`src/rtl/lia_pkg.sv`:
```
// shared widths, constants and arctangent table of the linkage incline angle core
package lia_pkg;

  localparam int ANGLE_FRAC_BITS = 8;
  localparam int ROUND_SHIFT     = 16 - ANGLE_FRAC_BITS;
  localparam int CORDIC_STEPS    = 20;

  localparam int LEN_W   = 14;
  localparam int OFS_W   = 16;
  localparam int HOR_W   = 17;
  localparam int C2_W    = 33;
  localparam int NOM_W   = 35;
  localparam int C8_W    = 25;
  localparam int DEN_W   = 40;
  localparam int MAG8_W  = 43;
  localparam int U_W     = 17;
  localparam int ACOS_W  = 30;
  localparam int ATAN_W  = 40;
  localparam int Z_W     = 24;
  localparam int TH_W    = 27;
  localparam int ANGLE_W = 18;

  localparam logic signed [Z_W-1:0] ATAN_TAB [CORDIC_STEPS] = '{
    24'sd2949120, 24'sd1740967, 24'sd919879, 24'sd466945, 24'sd234379,
    24'sd117304,  24'sd58666,   24'sd29335,  24'sd14668,  24'sd7334,
    24'sd3667,    24'sd1833,    24'sd917,    24'sd458,    24'sd229,
    24'sd115,     24'sd57,      24'sd29,     24'sd14,     24'sd7
  };

endpackage

```
`src/rtl/lia_isqrt.sv`:
```
// pipelined integer square root, one result bit per stage
module lia_isqrt
  import lia_pkg::*;
#(
  parameter int RW  = 17,
  parameter int SBW = 1
) (
  input  logic              clk,
  input  logic              en,
  input  logic [2*RW-1:0]   n,
  input  logic [SBW-1:0]    sb_in,
  output logic [RW-1:0]     root,
  output logic [SBW-1:0]    sb_out
);

  logic [2*RW-1:0] n_q    [RW];
  logic [RW+1:0]   rem_q  [RW];
  logic [RW-1:0]   root_q [RW];
  logic [SBW-1:0]  sb_q   [RW];

  for (genvar k = 0; k < RW; k++) begin : g_st
    logic [2*RW-1:0] n_i;
    logic [RW+1:0]   rem_i;
    logic [RW-1:0]   root_i;
    logic [SBW-1:0]  sb_i;
    logic [RW+3:0]   rem_w;
    logic [RW+3:0]   trial;
    logic [RW+3:0]   rem_s;
    logic            ge;

    if (k == 0) begin : g_first
      assign n_i    = n;
      assign rem_i  = '0;
      assign root_i = '0;
      assign sb_i   = sb_in;
    end else begin : g_next
      assign n_i    = n_q[k-1];
      assign rem_i  = rem_q[k-1];
      assign root_i = root_q[k-1];
      assign sb_i   = sb_q[k-1];
    end

    always_comb begin
      rem_w = {rem_i, n_i[2*RW-1 -: 2]};
      trial = {2'b00, root_i, 2'b01};
      ge    = (rem_w >= trial);
      rem_s = ge ? (rem_w - trial) : rem_w;
    end

    always_ff @(posedge clk) begin
      if (en) begin
        n_q[k]    <= {n_i[2*RW-3:0], 2'b00};
        rem_q[k]  <= rem_s[RW+1:0];
        root_q[k] <= {root_i[RW-2:0], ge};
        sb_q[k]   <= sb_i;
      end
    end
  end

  assign root   = root_q[RW-1];
  assign sb_out = sb_q[RW-1];

endmodule

```
`config.mk`:
```
export PLATFORM = sky130hd
export DESIGN_NAME = lia_isqrt
export DESIGN_NICKNAME = d
export VERILOG_FILES = /design/src/rtl/lia_pkg.sv /design/src/rtl/lia_isqrt.sv
export SDC_FILE = /design/constraint.sdc
export NUM_CORES = 1
export LEC_CHECK = 0
export ABC_CLOCK_PERIOD_IN_PS = 4100
export BUFFER_PORTS_ARGS = -buffer_cell sky130_fd_sc_hd__buf_4
export CORE_AREA = 2 2 256 384
export CTS_BUF_LIST = sky130_fd_sc_hd__clkbuf_4
export CTS_CLUSTER_SIZE = 14
export DETAILED_ROUTE_END_ITERATION = 8
export DIE_AREA = 0 0 258 386
export PLACE_DENSITY_LB_ADDON = 0.08
export SLEW_MARGIN = 10
export SYNTH_ARGS = -nofsm -noshare
export SYNTH_HDL_FRONTEND = slang
export SYNTH_SLANG_ARGS = --single-unit
```
`constraint.sdc`:
```
create_clock -name clk -period 4.1 [get_ports clk]
set_input_delay 0.82 -clock clk [delete_from_list [all_inputs] [get_ports clk]]
set_output_delay 0.82 -clock clk [all_outputs]
set_load 0.005 [all_outputs]
```
==> impl_metrics.tcl <==
set metrics [dict create \
    status "completed" \
    clock-sinks 724 \
    netlist.area_leader.share_pct 65.0 \
    dr.pass1.iters 7 \
    crit_chain "ha_1, a21o_1, nor3_1, a211oi_1, o311a_1, a21oi_2, inv_1, mux2_2" \
    synth.distinct_cells 78 \
    fmax_ghz 0.292 \
    reg2reg_depth 8 \
    nets 2990 \
    cp_slowest_stage_delay_ns 0.54 \
    synth_mux_area_share_pct 1.04 \
    r2r_slack_ns 0.68 \
    grt_pass1_vias 21700 \
    ant_nets 0 \
    ctsHoldBuffers 36 \
    clk_pin_slew_ns 0.06 \
    row_count 140 \
    layout-drive-gt1-share_pct 14.5 \
    tightest_slew_ns 1.15 \
    core_um2 96500 \
    syn2layout_area_growth_pct 14.7 \
    async_reset_ff_share_pct 0 \
    cts_tree "done" \
    hold_path.class "input port to flip-flop" \
    irDropWorstVdd_v 0.000261 \
    insertion_delay_ns 1.09 \
    grt_usage_pct 14.5 \
    cts_root_buf "clkbuf_4" \
    r2r-start "rem_q[0][249]" \
    synthSimpleGateAreaFrac_pct 9.45 \
    clockBufferDepth 3 \
    synth_area_leaders "edfxtp_1 65%, ha_1 6.4%, xnor2_1 2.8%" \
    slowest_stage "a21oi_2" \
    maxSlewViolCount 0 \
    synth_top_family_by_area "compound AO/OA/AOI/OAI gates" \
    cts_setup_buffers 0 \
    cp-startpoint "rem_q[0][249]" \
    wire_per_inst_um 16.9 \
    synth-edff-count 724 \
    vias 20400 \
    die_w_um 258 \
    syn_area_um2 33400 \
    start_kind "flip-flop" \
    yosys-top-cells-count "724 x edfxtp_1, 217 x inv_1, 171 x ha_1" \
    period_minus_slack_ns 3.42 \
    r2r-end "rem_q[0][275]" \
    h-tree-depth 4 \
    cp.required_ns 4.93 \
    endpoint "rem_q[0][275]" \
    fin_skew_ns 0.0769 \
    overflow 0 \
    port_buffers 54 \
    drc 0 \
    grt_setup_unrepaired "false" \
    hold_slack_ns 0.233 \
    path_class "flip-flop to flip-flop" \
    boundaryPins 55 \
    avgSynthCellArea_um2 13.3 \
    synthesis.instances 2515 \
    synth_top_flop_cell "edfxtp_1" \
    die_h_um 386 \
    dr.first_iter.drc_count 809 \
    cts_resized 0 \
    multi_input_area_um2 10700 \
    routed_wl_um 70900 \
    p_total_mw 18.4 \
    fillers 9157 \
    worst-path-stages 8 \
    power_density_nw_per_um2 481 \
    final_util_pct 39.7 \
    ys_seq_area_share_pct 65.0 \
    grt_pass1_wl_um 112000 \
    finalHoldViolCount 0 \
    finalCritPeriodShare_pct 83.4 \
    yosysMostFrequentCell "edfxtp_1" \
    max_cap_violations 0 \
    seq_area_um2 21700 \
    grt_max_degree 94 \
    endpoint_kind "flip-flop" \
    path_buf_inv 1 \
    die_area_um2 99600 \
    gp_congestion 0.868 \
    synthAdderAreaFrac_pct 6.40 \
    cp_max_fo 16 \
    power.leakage_nw 14.8 \
    synth_compound_area_share_pct 9.68 \
    antenna_found_initial 2 \
    ys_ff_latch 724 \
    synthXorXnorAreaFrac_pct 5.40 \
    syn_nets 2723 \
    synth_top_area_cell "edfxtp_1" \
    slew_headroom_pct 21.2 \
    yosysWarningCount 0 \
    vias_per_cell 4.86 \
    arrival_ns 4.25 \
    dpl.hpwl_um 51300 \
    cts_buffers 186 \
    path_delay_family "compound AO/OA/AOI/OAI gates" \
    start_util_pct 34.6 \
    tns_ns 0 \
    finalSetupViolations 0 \
]
layer usage:
| layer | up-vias | global-route usage (%) | wire length (um) |
|---|---|---|---|
| met5 | - | 0 | 0 |
| met4 | 0 | 9.36 | 3830 |
| met3 | 202 | 3.54 | 2620 |
| met2 | 411 | 29.0 | 40900 |
| met1 | 9742 | 12.6 | 23600 |
| li1 | 10000 | - | - |
kinds of logic (layout without fill, tap and decap cells):
group / Yosys count / in the layout
adder cells (fa/ha/maj): 171 / 171
multiplexers: 32 / 32
AND/OR/NAND/NOR: 619 / 619
flip-flops: 724 / 724
other: 1 / 7
buffers and inverters: 260 / 649
AO/OA/AOI/OAI: 502 / 502
XOR/XNOR: 206 / 206
placed cells by master (no fill, tap or decap), types with 31 or more instances in the layout:
| cell | count |
|---|---|
| edfxtp_1 | 724 |
| clkbuf_4 | 265 |
| inv_1 | 217 |
| ha_1 | 171 |
| nor2_1 | 153 |
| nand2_1 | 146 |
| a21oi_1 | 130 |
| o21ai_0 | 118 |
| xnor2_1 | 108 |
| xor2_1 | 98 |
| buf_4 | 74 |
| nor3_1 | 66 |
| a21o_1 | 66 |
| o21a_1 | 41 |
| dlygate4sd3_1 | 36 |
| nand3_1 | 31 |
worst register-to-register path: cells and delay by family (launching register included):
| kind | cells | cell delay [ns] |
|---|---|---|
| AOI/OAI and AO/OA | 4 | 1.47 |
| adders and majority gates | 1 | 0.37 |
| muxes | 1 | 0.32 |
| DFF | 1 | 0.40 |
| and+or+nand+nor | 1 | 0.35 |
| buffers and inverters | 1 | 0.25 |
cell type report:
| class | count | share of cell area [%] |
|---|---|---|
| diodes | 6 | 0.0392 |
| clock buffers | 265 | 5.19 |
| clock inverters | 45 | 0.761 |
| inverters | 217 | 2.13 |
| multi-input cells | 1531 | 28.0 |
| flip-flops and latches | 724 | 56.7 |
| well taps | 1278 | 4.17 |
| repair buffers | 122 | 3.00 |
registers in the layout, summed over array words and instances (netlist names):
signal and cells:
sb_q 17, root_q 153, rem_q 282, n_q 272
worst min path at each step:
stage / slack, ns / cells after the start / to / startpoint
finish: 0.23 / 1 / rem_q[0][18] / en
global route: 0.10 / 1 / rem_q[0][18] / en
CTS: 0.05 / 1 / rem_q[0][18] / en
detailed placement: 0.40 / 0 / n_q[0][142] / n_q[0][108]
global placement: 0.40 / 0 / n_q[0][276] / n_q[0][242]
floorplan: 0.40 / 0 / n_q[0][102] / n_q[0][68]
report_power, final:
group          internal [mW]  switching (mW)
combinational           1.22            1.61
clock                   3.14            2.89
sequential              9.12           0.455
total                   13.5            4.96
per-stage QoR:
step | setup slack (ns) | instances | instance area [um^2]
finish | 0.681 | 4188 | 38300
global route | 0.441 | 4186 | 38300
CTS | 0.625 | 4182 | 38300
detailed placement | 0.649 | 3836 | 35700
global placement | 0.711 | 3836 | 35700
floorplan | 1.30 | 2515 | 33400
Power figures use the tool's default switching activity.
